--- src/hw/rtl/rpwu_pkg.sv ---
// shared types, constants and helpers for the readout packet word unpacker
package rpwu_pkg;

    localparam int FRONTEND_BITS = 2;
    localparam int SUB_BITS      = 2;
    localparam int MAX_PAIRS     = 2501;
    localparam int CHAN_BITS     = 7;
    localparam int KEY_BITS      = FRONTEND_BITS + SUB_BITS + CHAN_BITS;
    localparam int PAIR_BITS     = 13;

    localparam logic [11:0] PAD_MARK  = 12'hADD;
    localparam logic [7:0]  END_FIRST = 8'hEE;
    localparam logic [7:0]  END_SECOND = 8'hBB;

    localparam logic [15:0] COUNT_MAX = 16'hFFFF;
    localparam logic [31:0] TOTAL_MAX = 32'hFFFF_FFFF;

    typedef enum logic [1:0] {
        PH_SKIP,
        PH_HEADER,
        PH_HITS
    } phase_t;

    typedef enum logic [1:0] {
        B_IDLE,
        B_READ,
        B_CLEAR
    } bstate_t;

    typedef logic [KEY_BITS-1:0] key_t;

    // one queue entry: an optional hit and an optional end-of-buffer clear
    typedef struct packed {
        logic        hit;
        logic        clr;
        logic [7:0]  frontend_id;
        logic [7:0]  sub_id;
        logic [7:0]  trigger_number;
        logic [47:0] trigger_time;
        logic [11:0] amplitude;
        logic [13:0] fine_time;
        logic [6:0]  channel;
        logic [23:0] coarse_epoch;
    } cmd_t;

    typedef struct packed {
        logic [7:0]  frontend_id;
        logic [7:0]  sub_id;
        logic [7:0]  trigger_number;
        logic [47:0] trigger_time;
        logic [11:0] amplitude;
        logic [13:0] fine_time;
        logic [6:0]  channel;
        logic [23:0] coarse_epoch;
        logic [15:0] channel_hit_index;
        logic [31:0] hit_number;
    } res_t;

    function automatic key_t make_key(input cmd_t c);
        make_key = {c.frontend_id[FRONTEND_BITS-1:0], c.sub_id[SUB_BITS-1:0], c.channel};
    endfunction

endpackage

--- src/hw/rtl/rpwu_queue.sv ---
// four entry command queue between parser and counter stage
module rpwu_queue (
    input  logic           clk,
    input  logic           rst_n,
    input  logic           push,
    input  rpwu_pkg::cmd_t push_data,
    input  logic           pop,
    output rpwu_pkg::cmd_t head,
    output logic           empty,
    output logic           full
);
    import rpwu_pkg::*;

    cmd_t       slot_reg [4];
    logic [1:0] wptr_reg;
    logic [1:0] rptr_reg;
    logic [2:0] cnt_reg;

    assign empty = (cnt_reg == 3'd0);
    assign full  = (cnt_reg == 3'd4);
    assign head  = slot_reg[rptr_reg];

    always_ff @(posedge clk)
    begin
        if (push)
        begin
            slot_reg[wptr_reg] <= push_data;
        end
    end

    always_ff @(posedge clk or negedge rst_n)
    begin
        if (!rst_n)
        begin
            wptr_reg <= '0;
            rptr_reg <= '0;
            cnt_reg  <= '0;
        end
        else
        begin
            if (push)
            begin
                wptr_reg <= wptr_reg + 2'd1;
            end
            if (pop)
            begin
                rptr_reg <= rptr_reg + 2'd1;
            end
            cnt_reg <= cnt_reg + 3'(push) - 3'(pop);
        end
    end

endmodule

--- config.mk ---
export PLATFORM = sky130hd
export DESIGN_NAME = rpwu_queue
export DESIGN_NICKNAME = d
export VERILOG_FILES = /design/src/hw/rtl/rpwu_pkg.sv /design/src/hw/rtl/rpwu_queue.sv
export SDC_FILE = /design/constraint.sdc
export NUM_CORES = 1
export LEC_CHECK = 0
export ABC_AREA = 1
export BUFFER_PORTS_ARGS = -buffer_cell sky130_fd_sc_hd__buf_2
export CAP_MARGIN = 20
export CELL_PAD_IN_SITES_DETAIL_PLACEMENT = 0
export CELL_PAD_IN_SITES_GLOBAL_PLACEMENT = 2
export CORE_ASPECT_RATIO = 1.25
export CORE_MARGIN = 10
export CORE_UTILIZATION = 35
export CTS_BUF_LIST = sky130_fd_sc_hd__clkbuf_2
export DETAILED_ROUTE_END_ITERATION = 8
export HOLD_SLACK_MARGIN = 0.03
export PLACE_DENSITY_LB_ADDON = 0.08
export SLEW_MARGIN = 30
export SYNTH_ARGS = -nofsm -noshare
export SYNTH_HDL_FRONTEND = slang
export SYNTH_SLANG_ARGS = --single-unit
--- constraint.sdc ---
create_clock -name clk -period 9.5 [get_ports clk]
set_clock_uncertainty 0.2 [all_clocks]
set_input_delay 0.475 -clock clk [delete_from_list [all_inputs] [get_ports clk]]
set_output_delay 0.475 -clock clk [all_outputs]
set_load 0.01 [all_outputs]
Word-level counts from Yosys, hierarchy flattened

Memory sizes are Yosys's and may differ from the RTL's.
Cells that the tools add are included.
Widths: inputs -> output; s select.

Register bits: 7
RAM bits: 524
Input port bits: 135
Output and inout port bits: 133
Word-level logic and storage cells: 12
Memories: 1

Add/sub/neg operators: 4
Equal/unequal tests: 1
Muxes and demuxes: 2
Reductions and logical operators: 1

Memory list:

| memory   | words | bits a word | read ports | clocked after memory_dff | write ports | line             | source |
|---|---|---|---|---|---|---|---|
| slot_reg | 4     | 131         | 1          | 0                        | 1           | rpwu_queue.sv:14 | `cmd_t slot_reg [4];` |

Operators with widths:

| kind                | count |
|---|---|
| $add 2x1->2 const B | 2 |
| $add 3x1->3         | 1 |
| $eq 3x3->1 const B  | 1 |
| $logic_not 3->1     | 1 |
| $sub 3x1->3         | 1 |
| $mux 1              | 2 |

Depth between registers and ports, before layout

Depth after elaboration: 2
Gate-level depth with buffers: 10
Mapped depth without buffers: 10

Worst setup path after synthesis

OpenSTA, ideal clock, no wires.

Path type: input-to-reg
Start point: input push
End point: memory slot_reg[1][0] (netlist bit), enable pin
Data arrival time: 3300 ps
Data required time: 8816 ps
Path slack: 5516 ps
Stages on the path: 3
Cells stage by stage: clkbuf_1 nand2_1 inv_1

Cells in the longest elaborated chain, start to end: 2

Ends and longest elaborated chain:

| item                         | line             | source |
|---|---|---|
| start: declaration           | rpwu_queue.sv:5  | `input logic push,` |
| $mux 1                       | rpwu_queue.sv:25 | `if (push)` |
| $mux 1 (implied by the code) | rpwu_queue.sv:27 | `slot_reg[wptr_reg] <= push_data;` |
| end: declaration             | rpwu_queue.sv:14 |  |

No other way between the ends.

==> metrics.md <==
| Metric | Value |
|---|---|
| Setup total negative slack | `0 ps` |
| CP startpoint kind | `flip-flop` |
| Final setup fails | `0` |
| Critical path cell sequence | `inv_4 > buf_4 > buf_4 > nand3_1 > nand2_1 > buf_2` |
| Max frequency | `around 0.20 GHz` |
| DP Cell Count | `3130` |
| Drc violations | `0` |
| Delay-heaviest family, CP | `buffers and inverters` |
| Mapped Nets | `approximately 2200` |
| Vias per inst | `between 4 and 5` |
| Worst Path Required | `8830 ps` |
| Pwr/cell area | `270 mW/mm2` |
| Slowest stage delay, CP | `about 830 ps` |
| Mapped Area | `0.0225 mm2` |
| Synth warn | `0` |
| DR pass1 iterations | `7` |
| Post-Syn Instances | `between 2000 and 2500` |
| Commonest non-fill, non-tap cells in the layout | `nand2_1 (666), inv_1 (532), edfxtp_1 (524), dlygate4sd3_1 (269), buf_2 (267)` |
| Via count | `between 15000 and 20000` |
| Die X | `roughly 250 um` |
| Die Area | `0.0748 mm2` |
| Yosys reg bits | `around 530` |
| Leakage Power | `~13 nW` |
| Routed WL | `a little under 60000 um` |
| Largest net degree at the start of global routing | `around 180` |
| Crit path max-delay cell type | `buf_4` |
| Worst hold-check path type | `in2reg` |
| Top cell type by total area after synthesis | `edfxtp_1` |
| Final period util | `0.520` |
| Initial antenna violation count | `4` |
| Sequential-to-total area share from yosys stat | `0.708` |
| Yosys cell types | `16` |
| Most used cell, CP | `buf_4` |
| Clock sink count | `531` |
| Number of fill cells | `approximately 6200` |
| Maximum net fanout on the critical path | `60` |
| Gr usage total | `0.160` |
| Layout cells sized above 1 | `0.178` |
| CP bufs+invs | `4` |
| Crit Path Category | `reg2out` |
| DR iter-0 viols | `around 590` |
| Initial Utilization | `0.354` |
| Status | `finished clean` |
| Register Area | `0.0159 mm2` |
| Max reg flops | `~520` |
| Num CTS Buffers | `140` |
| Gpl congestion | `about 0.74` |
| CP Capture Type | `primary output` |
| CTS tree | `built` |
| Number of global-route vias before repair | `roughly 16000` |
| H-tree depth | `4` |
| CP Data Arrival Time | `around 4300 ps` |
| Syn avg cell area | `about 11 um2` |
| First-pass GRT wire length | `91000 um` |
| Place WS | `5640 ps` |
| Max Cap Viol | `0` |
| RSZ-0062 raised after global routing | `false` |
| Multi-input gate area | `0.00395 mm2` |
| Leading cell type in the layout, fill and taps excluded | `nand2_1` |
| Total gr overflow | `0` |
| CORE AREA | `0.0634 mm2` |
| Clk root buf | `clkbuf_2` |
| Power, Total | `between 7 and 8 mW` |
| Clk_lat worst skew | `1180 ps` |
| Cell Count, Final, Fillers Out | `approximately 3600` |
| Cell Area, Placed | `0.0244 mm2` |
| Slew headroom | `0.266` |
| Io pins | `268` |
| Worst-path clk slew | `100 ps` |
| Period minus WS final | `a little under 5000 ps` |
| Top cells by area, synth | `edfxtp_1 (70%), nand2_1 (11%), inv_1 (9.0%), nand3_1 (5.9%), buf_2 (1.0%)` |
| Max Slew Vio Count | `0` |
| Area Overhead vs Synth | `25.9%` |
| Die height | `slightly above 300 um` |
| Synth top area share | `0.700` |
| Longest Clk Path Bufs | `3` |
| Max VDD drop | `roughly 0.23 mV` |
| I/O Buffers | `roughly 270` |
| Hold Fails Final Rpt | `0` |
| Cell area after layout | `about 0.028 mm2` |
| Least-Margin Pin Slew | `between 1000 and 1500 ps` |
| Post-DP HPWL | `between 30000 and 40000 um` |
| # rows | `103` |
| Drt wl/cell | `about 16 um` |
| Min setup slack post-route | `around 4600 ps` |
| Antenna Nets Post-Route | `0` |
| Final net count | `2843` |
-- cells in the mapped netlist, drive strengths merged --
library cell  count
nor3              2
nand3           263
nand2           666
edfxtp          524
buf              78
dfrtp             7
fa                1
ha                6
o21ai             1
clkbuf           10
inv             538
xor2              3
-- metal layers --
metal,track usage,share of wire
met1,0.179,0.40
met2,0.284,0.52
met3,0.0487,0.058
met4,0.0566,0.019
met5,0,0.00037
-- metrics by stage --
stage / hold slack [ps] / util
after detailed placement: 132 / 0.385
after floorplan: -20.6 / -
after CTS: 47.8 / 0.446
after global routing: 149 / 0.446
after global placement: 130 / 0.385
final: 306 / 0.446
-- report_power, final --
group / switching [mW] / leakage (nW) / internal, mW
Clock: 0.895 / 0.911 / 0.611
Sequential: 0.141 / 4.89 / 3.06
Combinational: 2.04 / 7.44 / 0.896
Total: 3.07 / 13.2 / 4.57
-- tightest hold or removal path: cells and delay by family --
family | cells | cell delay (ps)
buf+inv | 3 | 850
simple gates | 1 | 140
-- final cells by class --
type / instances / area share
Timing Repair Buffer: 548 / 0.146
Multi-Input combinational cell: 942 / 0.140
Sequential cell: 531 / 0.563
Tap cell: 840 / 0.0371
Clock buffer: 201 / 0.0356
Inverter: 538 / 0.0728
Clock inverter: 27 / 0.00570
Antenna cell: 2 / 0.000177
-- cells by family after synthesis --
group	Yosys count	synth area share
AOI/OAI and AO/OA	1	0.000223
xor gates and xnor gates	3	0.00117
adders and majority gates	7	0.00423
buffers and inverters	626	0.116
DFF	531	0.708
and+or+nand+nor	931	0.170
-- what timing repair did --
item                                   CTS  global route
buffers inserted                         0             0
hold buffers                           269             0
endpoints found under the hold margin  812             0
resized for setup                        0             0
-- final timing paths --
check / startpoint / endpoint / slack, ps / cells after the start
max: rptr_reg[1] / head[119] / 4560 / 6
max in group asynchronous: rst_n / rptr_reg[0] / 8160 / 4
min: push / slot_reg[1][18] / 310 / 4
max reg2reg: wptr_reg[1] / slot_reg[1][86] / 6440 / 6
min in group asynchronous: rst_n / cnt_reg[0] / 580 / 4
min reg2reg: cnt_reg[1] / cnt_reg[2] / 320 / 2
Note: power is estimated with default switching activity, not from simulation.
