==> src/hw/rtl/rpwu_pkg.sv <==
// shared types, constants and helpers for the readout packet word unpacker
package rpwu_pkg;

    localparam int FRONTEND_BITS = 2;
    localparam int SUB_BITS      = 2;
    localparam int MAX_PAIRS     = 2501;
    localparam int CHAN_BITS     = 7;
    localparam int KEY_BITS      = FRONTEND_BITS + SUB_BITS + CHAN_BITS;
    localparam int PAIR_BITS     = 13;

    localparam logic [11:0] PAD_MARK  = 12'hADD;
    localparam logic [7:0]  END_FIRST = 8'hEE;
    localparam logic [7:0]  END_SECOND = 8'hBB;

    localparam logic [15:0] COUNT_MAX = 16'hFFFF;
    localparam logic [31:0] TOTAL_MAX = 32'hFFFF_FFFF;

    typedef enum logic [1:0] {
        PH_SKIP,
        PH_HEADER,
        PH_HITS
    } phase_t;

    typedef enum logic [1:0] {
        B_IDLE,
        B_READ,
        B_CLEAR
    } bstate_t;

    typedef logic [KEY_BITS-1:0] key_t;

    // one queue entry: an optional hit and an optional end-of-buffer clear
    typedef struct packed {
        logic        hit;
        logic        clr;
        logic [7:0]  frontend_id;
        logic [7:0]  sub_id;
        logic [7:0]  trigger_number;
        logic [47:0] trigger_time;
        logic [11:0] amplitude;
        logic [13:0] fine_time;
        logic [6:0]  channel;
        logic [23:0] coarse_epoch;
    } cmd_t;

    typedef struct packed {
        logic [7:0]  frontend_id;
        logic [7:0]  sub_id;
        logic [7:0]  trigger_number;
        logic [47:0] trigger_time;
        logic [11:0] amplitude;
        logic [13:0] fine_time;
        logic [6:0]  channel;
        logic [23:0] coarse_epoch;
        logic [15:0] channel_hit_index;
        logic [31:0] hit_number;
    } res_t;

    function automatic key_t make_key(input cmd_t c);
        make_key = {c.frontend_id[FRONTEND_BITS-1:0], c.sub_id[SUB_BITS-1:0], c.channel};
    endfunction

endpackage

==> src/hw/rtl/rpwu_front.sv <==
// word parser: padding skip, header capture and hit pair assembly
module rpwu_front (
    input  logic           clk,
    input  logic           rst_n,
    input  logic           in_valid,
    output logic           in_ready,
    input  logic [31:0]    word,
    input  logic           last_word,
    input  logic           q_full,
    output logic           q_push,
    output rpwu_pkg::cmd_t q_data
);
    import rpwu_pkg::*;

    phase_t      phase_reg, phase_next;
    logic [2:0]  hpos_reg, hpos_next;
    logic [7:0]  fe_reg, fe_next;
    logic [7:0]  sub_reg, sub_next;
    logic [7:0]  trig_reg, trig_next;
    logic [47:0] time_reg, time_next;
    logic [31:0] first_reg, first_next;
    logic        half_reg, half_next;
    logic [PAIR_BITS-1:0] pairs_reg, pairs_next;
    logic        accept;
    logic        emit;
    logic [PAIR_BITS-1:0] pairs_inc;

    assign in_ready = !q_full;
    assign accept   = in_valid && in_ready;
    assign pairs_inc = pairs_reg + PAIR_BITS'(1);

    always_comb
    begin
        phase_next = phase_reg;
        hpos_next  = hpos_reg;
        fe_next    = fe_reg;
        sub_next   = sub_reg;
        trig_next  = trig_reg;
        time_next  = time_reg;
        first_next = first_reg;
        half_next  = half_reg;
        pairs_next = pairs_reg;
        emit       = 1'b0;
        if (accept)
        begin
            unique case (phase_reg)
                PH_HEADER:
                begin
                    case (hpos_reg)
                        3'd0:
                        begin
                            fe_next   = word[31:24];
                            sub_next  = word[23:16];
                            trig_next = word[15:8];
                            hpos_next = 3'd1;
                        end
                        3'd1: hpos_next = 3'd2;
                        3'd2: hpos_next = 3'd3;
                        3'd3:
                        begin
                            time_next[47:32] = word[15:0];
                            hpos_next = 3'd4;
                        end
                        3'd4:
                        begin
                            time_next[31:0] = word;
                            hpos_next  = 3'd0;
                            phase_next = PH_HITS;
                            half_next  = 1'b0;
                            pairs_next = '0;
                        end
                        default: hpos_next = 3'd0;
                    endcase
                end
                PH_HITS:
                begin
                    if (!half_reg)
                    begin
                        first_next = word;
                        half_next  = 1'b1;
                    end
                    else
                    begin
                        half_next = 1'b0;
                        if (first_reg[31:24] == END_FIRST && word[31:24] == END_SECOND)
                        begin
                            phase_next = PH_HEADER;
                            hpos_next  = 3'd0;
                        end
                        else
                        begin
                            emit       = 1'b1;
                            pairs_next = pairs_inc;
                            if (pairs_inc >= PAIR_BITS'(MAX_PAIRS))
                            begin
                                phase_next = PH_HEADER;
                                hpos_next  = 3'd0;
                                pairs_next = '0;
                            end
                        end
                    end
                end
                default:
                begin
                    phase_next = PH_SKIP;
                    if (word[31:20] != PAD_MARK)
                    begin
                        phase_next = PH_HEADER;
                        fe_next    = word[31:24];
                        sub_next   = word[23:16];
                        trig_next  = word[15:8];
                        hpos_next  = 3'd1;
                    end
                end
            endcase
            if (last_word)
            begin
                phase_next = PH_SKIP;
                hpos_next  = 3'd0;
                half_next  = 1'b0;
                pairs_next = '0;
            end
        end
    end

    assign q_push = accept && (emit || last_word);

    always_comb
    begin
        q_data.hit            = emit;
        q_data.clr            = last_word;
        q_data.frontend_id    = fe_reg;
        q_data.sub_id         = sub_reg;
        q_data.trigger_number = trig_reg;
        q_data.trigger_time   = time_reg;
        q_data.amplitude      = first_reg[27:16];
        q_data.fine_time      = first_reg[13:0];
        q_data.channel        = word[30:24];
        q_data.coarse_epoch   = word[23:0];
    end

    always_ff @(posedge clk or negedge rst_n)
    begin
        if (!rst_n)
        begin
            phase_reg <= PH_SKIP;
            hpos_reg  <= '0;
            fe_reg    <= '0;
            sub_reg   <= '0;
            trig_reg  <= '0;
            time_reg  <= '0;
            first_reg <= '0;
            half_reg  <= 1'b0;
            pairs_reg <= '0;
        end
        else
        begin
            phase_reg <= phase_next;
            hpos_reg  <= hpos_next;
            fe_reg    <= fe_next;
            sub_reg   <= sub_next;
            trig_reg  <= trig_next;
            time_reg  <= time_next;
            first_reg <= first_next;
            half_reg  <= half_next;
            pairs_reg <= pairs_next;
        end
    end

endmodule

==> config.mk <==
export PLATFORM = sky130hd
export DESIGN_NAME = rpwu_front
export DESIGN_NICKNAME = d
export VERILOG_FILES = /design/src/hw/rtl/rpwu_pkg.sv /design/src/hw/rtl/rpwu_front.sv
export SDC_FILE = /design/constraint.sdc
export NUM_CORES = 1
export LEC_CHECK = 0
export ABC_AREA = 1
export BUFFER_PORTS_ARGS = -buffer_cell sky130_fd_sc_hd__clkbuf_2
export CAP_MARGIN = 10
export CORE_MARGIN = 5
export CORE_UTILIZATION = 50
export CTS_CLUSTER_SIZE = 12
export DETAILED_ROUTE_END_ITERATION = 10
export GPL_TIMING_DRIVEN = 0
export PLACE_DENSITY = 0.78
export SYNTH_ARGS = -nofsm -noshare
export SYNTH_HDL_FRONTEND = slang
export SYNTH_SLANG_ARGS = --single-unit
==> constraint.sdc <==
create_clock -name clk -period 3.83 [get_ports clk]
set_input_delay 0.1915 -clock clk [delete_from_list [all_inputs] [get_ports clk]]
set_output_delay 0.1915 -clock clk [all_outputs]
set_load 0.01 [all_outputs]
### Word-level counts from Yosys, hierarchy flattened

Cells that the tools add are included.

* input port bits: 37
* bits in registers: 123
* output and inout port bits: 133

* reductions and logical operators: 17
* $lt $le $gt $ge: 1
* equality and inequality tests: 14
* bitwise gates (word level): 2
* $add $sub $neg: 1
* multiplexer cells: 37

Operator list (count)
* $mux 13: 5
* $mux 8: 6
* $pmux 8 s2: 3
* $pmux 13 s2: 1
* $eq 8x8->1 const B: 2
* $mux 3: 5
* $add 13x1->13 const B: 1
* $ge 13x12->1 const B: 1
* $ne 12x12->1 const B: 1
* $pmux 3 s4: 1
* $reduce_and 3->1: 4
* $reduce_and 4->1: 3
* $mux 2: 5
* $mux 1: 8
* $eq 3x2->1 const B: 2
* $ne 3x3->1 const B: 2
* $pmux 3 s2: 1
* $reduce_and 5->1: 1
* $ne 4x4->1 const B: 1
* $pmux 2 s2: 1
* $reduce_bool 4->1: 1
* $eq 3x1->1 const B: 1
* $eq 3x3->1 const B: 1
* $logic_and 1x1->1: 3
* 11 further kinds: 12

### Depth between registers and ports, before layout

Gate-level depths: netlist (run 1).

* depth in word-level cells: 8
* gate-level depth with buffers: 15
* depth with buffers taken out: 15

### Worst setup path before layout (run 1)

Ideal clock, no wire load.

* path type: register -> register
* from: register pairs_reg[0]
* to: register phase_reg[0]
* period minus slack after synthesis: 1.821 ns
* library setup time: 0.116 ns
* setup slack: 2.009 ns
* data arrival time: 1.704 ns
* data required time: 3.714 ns
* cell stages (with the launch flop): 15
* cells stage by stage: dfrtp_1 > ha_1 > nand2_1 > nor2_2 > nand2_1 > nand2_1 > nand2_1 > nor2_1 > nand2_1 > a21oi_1 > nor2_4 > nand3_4 > nand2_1 > nand2_1 > nand2_1

* longest elaborated chain between the ends: 4

RTL lines
* start, declared: line rpwu_front.sv:23 `logic [PAIR_BITS-1:0] pairs_reg, pairs_next;`
* start signal, assigned: line rpwu_front.sv:166 `pairs_reg <= pairs_next;`
* $add 13x1->13: line rpwu_front.sv:30 `assign pairs_inc = pairs_reg + PAIR_BITS'(1);`
* $ge 13x12->1: line rpwu_front.sv:94 `if (pairs_inc >= PAIR_BITS'(MAX_PAIRS))`
* $ne 4x4->1 (no source line)
* $reduce_and 4->1 (no source line)
* end signal, assigned: line rpwu_front.sv:158 `phase_reg <= phase_next;`
* end, declared: line rpwu_front.sv:15 `phase_t phase_reg, phase_next;`

Every way passes these cells.
A chain may end at the register's enable or synchronous reset.

### Final worst setup path (run 1)

* from: register phase_reg[1]
* to: register pairs_reg[7]

* longest elaborated chain between the ends: 3
* elaborated cells on any way between the ends: 9

RTL lines
* $eq 2x1->1 or $eq 2x2->1 (tied branches): line rpwu_front.sv:46 `unique case (phase_reg)`
* $ne 3x2->1 (no source line) (tied with other cells)
* $reduce_and 5->1 (no source line) or $mux 13 (tied branches)

Parallel ways exist; a longest one is shown, timed or not.

==> reports/results.ini, run 1 <==
[logic_synthesis]
synth_area_leaders=dfrtp_1 54%, nand2_1 12%, o21ai_0 9.8%
syn-num-nets=696
synth_xor_area_share_pct=0
syn_area_mm2=0.00561
synth_cell_types=27
synth_top_family_by_area=simple AND/OR/NAND/NOR gates
syn_inst=655
synth.avg_cell_area_um2=8.56
synth_area_leader_cell=dfrtp_1
synth_compound_area_share_pct=11.6
synthMuxAreaShare_pct=0
synthFlopType=dfrtp_1
synth-simple-area-share_pct=19.8
synth-edff-count=0
synth_top_area_share_pct=54.0
synth_fa_ha_area_share_pct=0.893
synth_seq_cells=121
synth-async-reset-ratio_pct=100
yosys_warnings=0
yosysSeqAreaShare_pct=54.0

[hold_path]
holdCritStartpoint=word[19]
hold_path.class=in2reg

[sta]
rsz0062_at_grt=no
fmax_mhz=459
tns_ns=0
tightest_slew_ns=0.595
slew_headroom_pct=60.3
final-setup-viol-count=0
fin_crit_ns=2.18
whs_ns=0.0664
fin_ws_ns=1.65
finalHoldViolCount=0
slew_viol_final=0
fin_skew_ns=0.0139
fin_crit_sh_pct=56.8

[routing]
routed_wl_um=15700
drtIter0Drc=318
vias_per_cell=5.20
route.detailed.drc=0
wire_per_inst_um=15.7
drtAntennaViolNets=0
via_count=5189
first_pass_iters=5

[cells_and_area]
final_cells=997
layout_common_cells=183 x nand2_1, 168 x clkbuf_2, 121 x dfrtp_1
register_area_mm2=0.00303
nets=886
multi_input_area_mm2=0.00181
areaGrowthSynthToFinish_pct=29.3
fillers=890
layout_commonest_cell=nand2_1
design_area_mm2=0.00725
drive_gt1_share_pct=32.2
n_antenna_cell=0
largest_reg_flops=48

[global_routing]
antenna_found_initial=0
grt_usage_pct=24.3
first_global_vias=5271
grt-ovfl-total=0
grt_max_degree=122
grt_pass1_wl_um=25500

[clock_tree]
path_clk_slew_ns=0.06
cts_max_level=4
clockBufferDepth=2
clk_latency_ns=0.42
cts-resized-gates=0
cts_tree=done
cts_made_buffers=17
root_buffer=clkbuf_16
clock-sinks=121

[placed_design]
io_buffer_count=169
dp_hpwl_um=11200
post-place-ws_ns=1.71
place_congestion=0.889
dpl_cell_area_mm2=0.00666
dp.cells=965

[worst_setup_path]
cp-startpoint=phase_reg[1]
cp.arrival_ns=2.51
crit_fanout=9
r2r_start=phase_reg[1]
end_kind=flop
required_ns=4.16
path_class=reg2reg
critPathLaunchType=flop

[power_and_ir_drop]
p_leak_nw=3.87
peakVddDrop_v=0.000336
power.density_mw_per_mm2=604

[status]
status=completed

[floorplanning]
die_area_mm2=0.0134
ios=170
rows=38
start_util_pct=51.3
die_w_um=116
fp.dieH_um=116
core-area_mm2=0.0109

[run]
maxCapViolations=0

## synthesized netlist by cell type (2+ instances only)
| cell type | instances |
|---|---|
| nand3_1 | 21 |
| a21oi_1 | 4 |
| ha_1 | 4 |
| o21ai_1 | 6 |
| inv_1 | 64 |
| nor2_1 | 25 |
| o21ai_0 | 110 |
| clkbuf_1 | 17 |
| buf_2 | 3 |
| nor4_1 | 4 |
| nor3_1 | 2 |
| nor2_2 | 4 |
| nor2_4 | 4 |
| buf_4 | 59 |
| nand2_1 | 183 |
| nand4_1 | 14 |
| dfrtp_1 | 121 |
## worst max-delay path, cell delays in order (launching register included)
cell      delay (ns)
dfrtp_1         0.38
inv_1           0.06
ha_1            0.22
inv_1           0.10
nor2_1          0.07
inv_1           0.09
o221ai_1        0.17
nor2_1          0.16
o21ai_2         0.16
nor2_2          0.28
nand3_2         0.23
o21ai_1         0.18
## final timing paths
kind                                end  slack, ns  depth (start not counted)
setup reg to reg           pairs_reg[7]       1.65                         11
setup / recovery           pairs_reg[7]       1.65                         11
min in group asynchronous  time_reg[24]       0.41                          3
hold / removal             time_reg[19]       0.07                          3
hold reg to reg            first_reg[5]       0.49                          2
max in group asynchronous   hpos_reg[2]       2.95                          3
## where the power goes
group	internal [W]	switching, W	leakage, nW
Combinational	0.000482	0.000613	1.99
Sequential	0.00155	0.000178	1.62
Clock	0.000954	0.000606	0.264
Total	0.00298	0.00140	3.87
## logic make-up (layout without fill, tap and decap cells)
group	Yosys count	count (layout)
simple gates	260	260
flops	121	121
compound gates	126	126
buf+inv	144	346
fa+ha+maj	4	4
## final cells by class
type                            instances  area share, %
Buffer                                 79           7.20
Timing Repair Buffer                  171           12.3
Inverter                               65           3.37
Clock inverter                         14           2.07
Sequential cell                       121           41.8
Clock buffer                           17           5.87
Tap cell                              140           2.42
Multi-Input combinational cell        390           25.0
## through the flow
stage	total power [W]	util [%]
finish	0.00438	66.3
floorplan	0.00235	-
detailed placement	0.00283	60.9
CTS	0.00440	66.3
global route	0.00461	66.3
global placement	0.00277	60.6
## what timing repair did
item | in CTS | in global routing
hold buffers | 1 | 0
hold endpoints to repair | 121 | 0
buffers inserted | 0 | 0
## routing by layer
| layer | track usage [%] | part of all wire (%) |
|---|---|---|
| met3 | 7.94 | 7.5 |
| met2 | 40.4 | 50 |
| met1 | 29.6 | 41 |
| met4 | 9.51 | 1.9 |
| met5 | 0 | 0 |
No activity file was read; power rests on OpenSTA's default activity.
==> run 2: changes to the inputs <==
==> constraint.sdc (replaced) <==
create_clock -name clk -period 2.2 [get_ports clk]
set_input_delay 0.11 -clock clk [delete_from_list [all_inputs] [get_ports clk]]
set_output_delay 0.11 -clock clk [all_outputs]
set_load 0.01 [all_outputs]
==> run 2 against run 1 <==
Sequential power rose by 73%. Worst setup slack got worse by 1.5 ns. Combinational power rose by 83%. Final area rose by 2.9%. Via count rose by 1.7%. Register-to-register slack got worse by 1.5 ns. Non-clock buffer count rose by 16. Clock power rose by 75%. Utilization rose by 1.9 points. Critical endpoint is now pairs_reg[0]. Largest power group unchanged. Highest routed layer unchanged.
==> reports/results.ini, run 2 (synthesis results as in run 1) <==
[status]
status=completed

[routing]
routed_wl_um=16100
drtAntennaViolNets=0
route.detailed.drc=0
via_count=5278
first_pass_iters=5
drtIter0Drc=281
vias_per_cell=5.21
wire_per_inst_um=15.9

[sta]
fmax_mhz=482
slew_headroom_pct=58.2
fin_ws_ns=0.126
fin_crit_ns=2.07
slew_viol_final=0
fin_crit_sh_pct=94.3
final-setup-viol-count=0
tightest_slew_ns=0.627
fin_skew_ns=0.0166
finalHoldViolCount=0

[worst_setup_path]
end_kind=flop
max_stage_delay_ns=0.40
critPathSlowestCell=dfrtp_1
path_class=reg2reg
crit_fanout=7
required_ns=2.50
worst_path_most_repeated_cell=inv_1
path_cells=inv_1 > ha_1 > inv_1 > nor2_1 > inv_1 > o221ai_1 > nor2_2 > o21ai_4 > nor2_4 > nand3_4 > o21ai_1
cp.arrival_ns=2.37
critPathLaunchType=flop

[floorplanning]
start_util_pct=51.3
die_w_um=116
ios=170
die_area_mm2=0.0134
core-area_mm2=0.0109
fp.dieH_um=116
rows=38

[cells_and_area]
layout_common_cells=183 x nand2_1, 168 x clkbuf_2, 120 x dfrtp_1
drive_gt1_share_pct=33.6
nets=902
largest_reg_flops=48
n_antenna_cell=0
multi_input_area_mm2=0.00188
fillers=841
layout_commonest_cell=nand2_1
areaGrowthSynthToFinish_pct=33.1
register_area_mm2=0.00303
final_cells=1013

[global_routing]
grt_max_degree=122
antenna_found_initial=0
grt_usage_pct=24.6
first_global_vias=5320
grt_pass1_wl_um=25700
grt-ovfl-total=0

[clock_tree]
cts_made_buffers=17
clock-sinks=121
cts_max_level=4
clk_latency_ns=0.42
clockBufferDepth=2
cts_tree=done
root_buffer=clkbuf_16
path_clk_slew_ns=0.06

[run]
maxCapViolations=0

[placed_design]
dp.cells=965
post-place-ws_ns=0.0766
dp_hpwl_um=11200
io_buffer_count=169
place_congestion=0.889

[hold_path]
hold_path.class=in2reg

[power_and_ir_drop]
power.density_mw_per_mm2=1030
peakVddDrop_v=0.000587
p_leak_nw=3.94

-- run 2: critical path, delay by kind of cell, from the launching register on --
| family | cells | cell delay (ns) |
|---|---|---|
| buffers and inverters | 3 | 0.26 |
| DFF | 1 | 0.40 |
| AOI/OAI and AO/OA | 3 | 0.53 |
| adders and majority gates | 1 | 0.23 |
| and+or+nand+nor | 4 | 0.53 |
-- run 2: worst paths after layout --
path	slack [ns]	start	cells after the start	endpoint
hold reg to reg	0.49	first_reg[5]	2	first_reg[5]
max in group asynchronous	1.37	rst_n	3	hpos_reg[2]
setup reg to reg	0.13	phase_reg[1]	11	pairs_reg[0]
setup / recovery	0.13	phase_reg[1]	11	pairs_reg[0]
min in group asynchronous	0.31	rst_n	3	time_reg[24]
hold / removal	0.009	word[4]	3	time_reg[36]
-- run 2: final cells by class --
cell class | count | share of cell area [%]
sequential | 121 | 40.6
inverter | 65 | 3.27
tap | 140 | 2.35
multi-input combinational | 390 | 25.1
buffer | 79 | 7.00
timing repair buffer | 187 | 13.9
clock inverter | 14 | 2.01
clock buffer | 17 | 5.70
-- run 2: power breakdown --
part	leakage, nW	total [W]	switching [W]	internal [W]
clock	0.264	0.00273	0.00107	0.00166
sequential	1.61	0.00300	0.000308	0.00269
combinational	2.06	0.00199	0.00110	0.000884
total	3.94	0.00772	0.00248	0.00524
-- run 2: repair_timing --
| action | 4_1_cts | 5_1_grt |
|---|---|---|
| gates resized for setup | 0 | 19 |
| setup buffers | 0 | 6 |
| hold buffers | 11 | 0 |
| setup endpoints to repair | 0 | 42 |
| hold endpoints to repair | 140 | 0 |
-- run 2: per-layer routing --
layer	GRT usage [%]	vias to the layer above	routed length (µm)
li1	-	2461	-
met1	29.9	2554	6340
met2	40.8	233	8010
met3	7.89	30	1370
met4	9.59	0	349
met5	0	-	0
-- run 2: through the flow --
step	total power, W	area (µm²)	hold slack, ns	TNS (ns)	utilization, %
global placement	0.00483	6630	0.405	-83.18	60.6
floorplan	0.00409	5610	-0.186	0	-
finish	0.00772	7460	0.00868	0	68.2
CTS	0.00768	7350	0.00299	0	67.2
detailed placement	0.00493	6660	0.239	0	60.9
global route	0.00811	7460	0.0229	-0.143	68.2
==> run 3: changes to the inputs <==
--- a/config.mk
+++ b/config.mk
@@ -8,6 +8,7 @@
 export ABC_AREA = 1
 export BUFFER_PORTS_ARGS = -buffer_cell sky130_fd_sc_hd__clkbuf_2
 export CAP_MARGIN = 10
+export CORE_ASPECT_RATIO = 1.4
 export CORE_MARGIN = 5
 export CORE_UTILIZATION = 50
 export CTS_CLUSTER_SIZE = 12
==> run 3 against run 2 <==
Via count shrank 0.85%. Flip-flop and latch count is the same. First-iteration DRC count grew 23%. Power grew 1.3%. Clock skew shrank 0.0084 ns. Critical path depth grew 2. Clock power grew 4%. Combinational power is essentially flat. Worst setup slack lost 0.037 ns. Global-route usage shrank 0.90 points. Register-to-register slack lost 0.04 ns. Sequential share of layout area shrank 0.17 points. Largest cell class unchanged. Highest routed layer unchanged.
==> reports/results.ini, run 3 (synthesis results as in run 1) <==
[sta]
fin_ws_ns=0.0893
slew_headroom_pct=61.8
final-setup-viol-count=0
finalHoldViolCount=0
slew_viol_final=0
rsz0062_at_grt=yes
fmax_mhz=474
tightest_slew_ns=0.573
fin_crit_sh_pct=95.9
fin_skew_ns=0.00818
fin_crit_ns=2.11
tns_ns=0
whs_ns=0.0132

[global_routing]
met3_usage_pct=6.34
grt_pass1_wl_um=25200
met1_usage_pct=25.6
first_global_vias=5305
grt_usage_pct=23.7
use_met2_pct=43.4
busiest_layer=met2
antenna_found_initial=0
grt-ovfl-total=0
grt_max_degree=120

[clock_tree]
clock-sinks=121
root_buffer=clkbuf_16
clk_latency_ns=0.42
cts_made_buffers=17
clockBufferDepth=2
cts_tree=done
cts_max_level=4
path_clk_slew_ns=0.06

[placed_design]
place_congestion=0.875
post-place-ws_ns=-0.0742
io_buffer_count=169
dp_hpwl_um=11300
dpl_cell_area_mm2=0.00666

[cells_and_area]
utilization_pct=68.6
design_area_mm2=0.00749
nets=900
areaGrowthSynthToFinish_pct=33.7
largest_reg_flops=48
n_antenna_cell=0
layout_commonest_cell=nand2_1
drive_gt1_share_pct=33.5
layout_common_cells=183 x nand2_1, 168 x clkbuf_2, 119 x dfrtp_1

[floorplanning]
die_area_mm2=0.0135
ios=170
core-area_mm2=0.0109
rows=45
die_w_um=99.5
start_util_pct=51.3
fp.dieH_um=135

[worst_setup_path]
cp.arrival_ns=2.41
path_class=reg2reg
required_ns=2.50
path_cells=nand2_1 > nor2_4 > nand3_1 > nand2_1 > nand2_1 > nor2_2 > nand2_1 > nor2_2 > nor2_4 > nand3_4 > nand2_2 > nand2_1 > nand2_1
end_kind=flop
critPathLaunchType=flop
reg2regPathDepth=13
worst_path_most_repeated_cell=nand2_1
max_stage_delay_ns=0.46
crit_fanout=9
critPathSlowestCell=dfrtp_1

[status]
status=completed

[power_and_ir_drop]
p_leak_nw=3.96
p_clk_share_pct=36.4
peakVddDrop_v=0.000750
seq_power_share_pct=38.3
swShare_pct=31.2
power.density_mw_per_mm2=1040
intPower_w=0.00538
comb_power_share_pct=25.3
power.switching_w=0.00244

[run]
maxCapViolations=0

[routing]
vias_per_cell=5.17
first_pass_iters=5
wire_per_inst_um=15.6
drtIter0Drc=345
via_count=5233
route.detailed.drc=0
routed_wl_um=15800
drtAntennaViolNets=0

[hold_path]
hold_path.class=in2reg
holdPathStages=3

## run 3: critical path: cells and delay by family, from the launching register on
family | cells | cell delay, ns
AND/OR/NAND/NOR | 13 | 1.53
flip-flops | 1 | 0.46
## run 3: per-stage QoR
step	total power (W)	instances
2_1_floorplan	0.00409	655
3_3_place_gp	0.00483	965
3_5_place_dp	0.00492	966
4_1_cts	0.00782	1011
5_1_grt	0.00822	1013
6_report	0.00782	1013
## run 3: per-layer routing
metal / part of all wire [%] / up-vias
li1: - / 2458
met1: 38 / 2514
met2: 53 / 216
met3: 6.1 / 45
met4: 3.0 / 0
met5: 0 / -
## run 3: cell type report
cell class / instances / area [µm²]
Timing Repair Buffer: 185 / 1030
Inverter: 65 / 244
Clock buffer: 18 / 439
Tap cell: 141 / 176
Fill cell: 844 / 3430
Clock inverter: 14 / 171
Buffer: 79 / 522
Sequential cell: 121 / 3030
Multi-Input combinational cell: 390 / 1880
## run 3: path summary, 6_finish.rpt
| path | from | endpoint | slack, ns |
|---|---|---|---|
| max in group asynchronous | rst_n | pairs_reg[0] | 1.36 |
| min in group asynchronous | rst_n | time_reg[24] | 0.06 |
| hold / removal | word[11] | time_reg[11] | 0.01 |
| hold reg to reg | first_reg[22] | first_reg[22] | 0.49 |
| setup reg to reg | pairs_reg[2] | hpos_reg[2] | 0.09 |
| setup / recovery | pairs_reg[2] | hpos_reg[2] | 0.09 |
## run 3: what timing repair did
item                                   4_1_cts  5_1_grt
resized for setup                            2       19
hold buffers                                13        0
endpoints found under the hold margin      145        0
gates cloned                                 0        0
setup endpoints to repair                   18       32
pin swaps                                    0        7
setup buffers                                0        2
## run 3: power by group through the flow
stage	logic [W]	clock network, W	registers (W)
final	0.00198	0.00285	0.00300
after global routing	0.00218	0.00299	0.00305
after CTS	0.00195	0.00288	0.00299
after detailed placement	0.00191	0	0.00301
after global placement	0.00184	0	0.00300
after floorplan	0.00104	0	0.00306
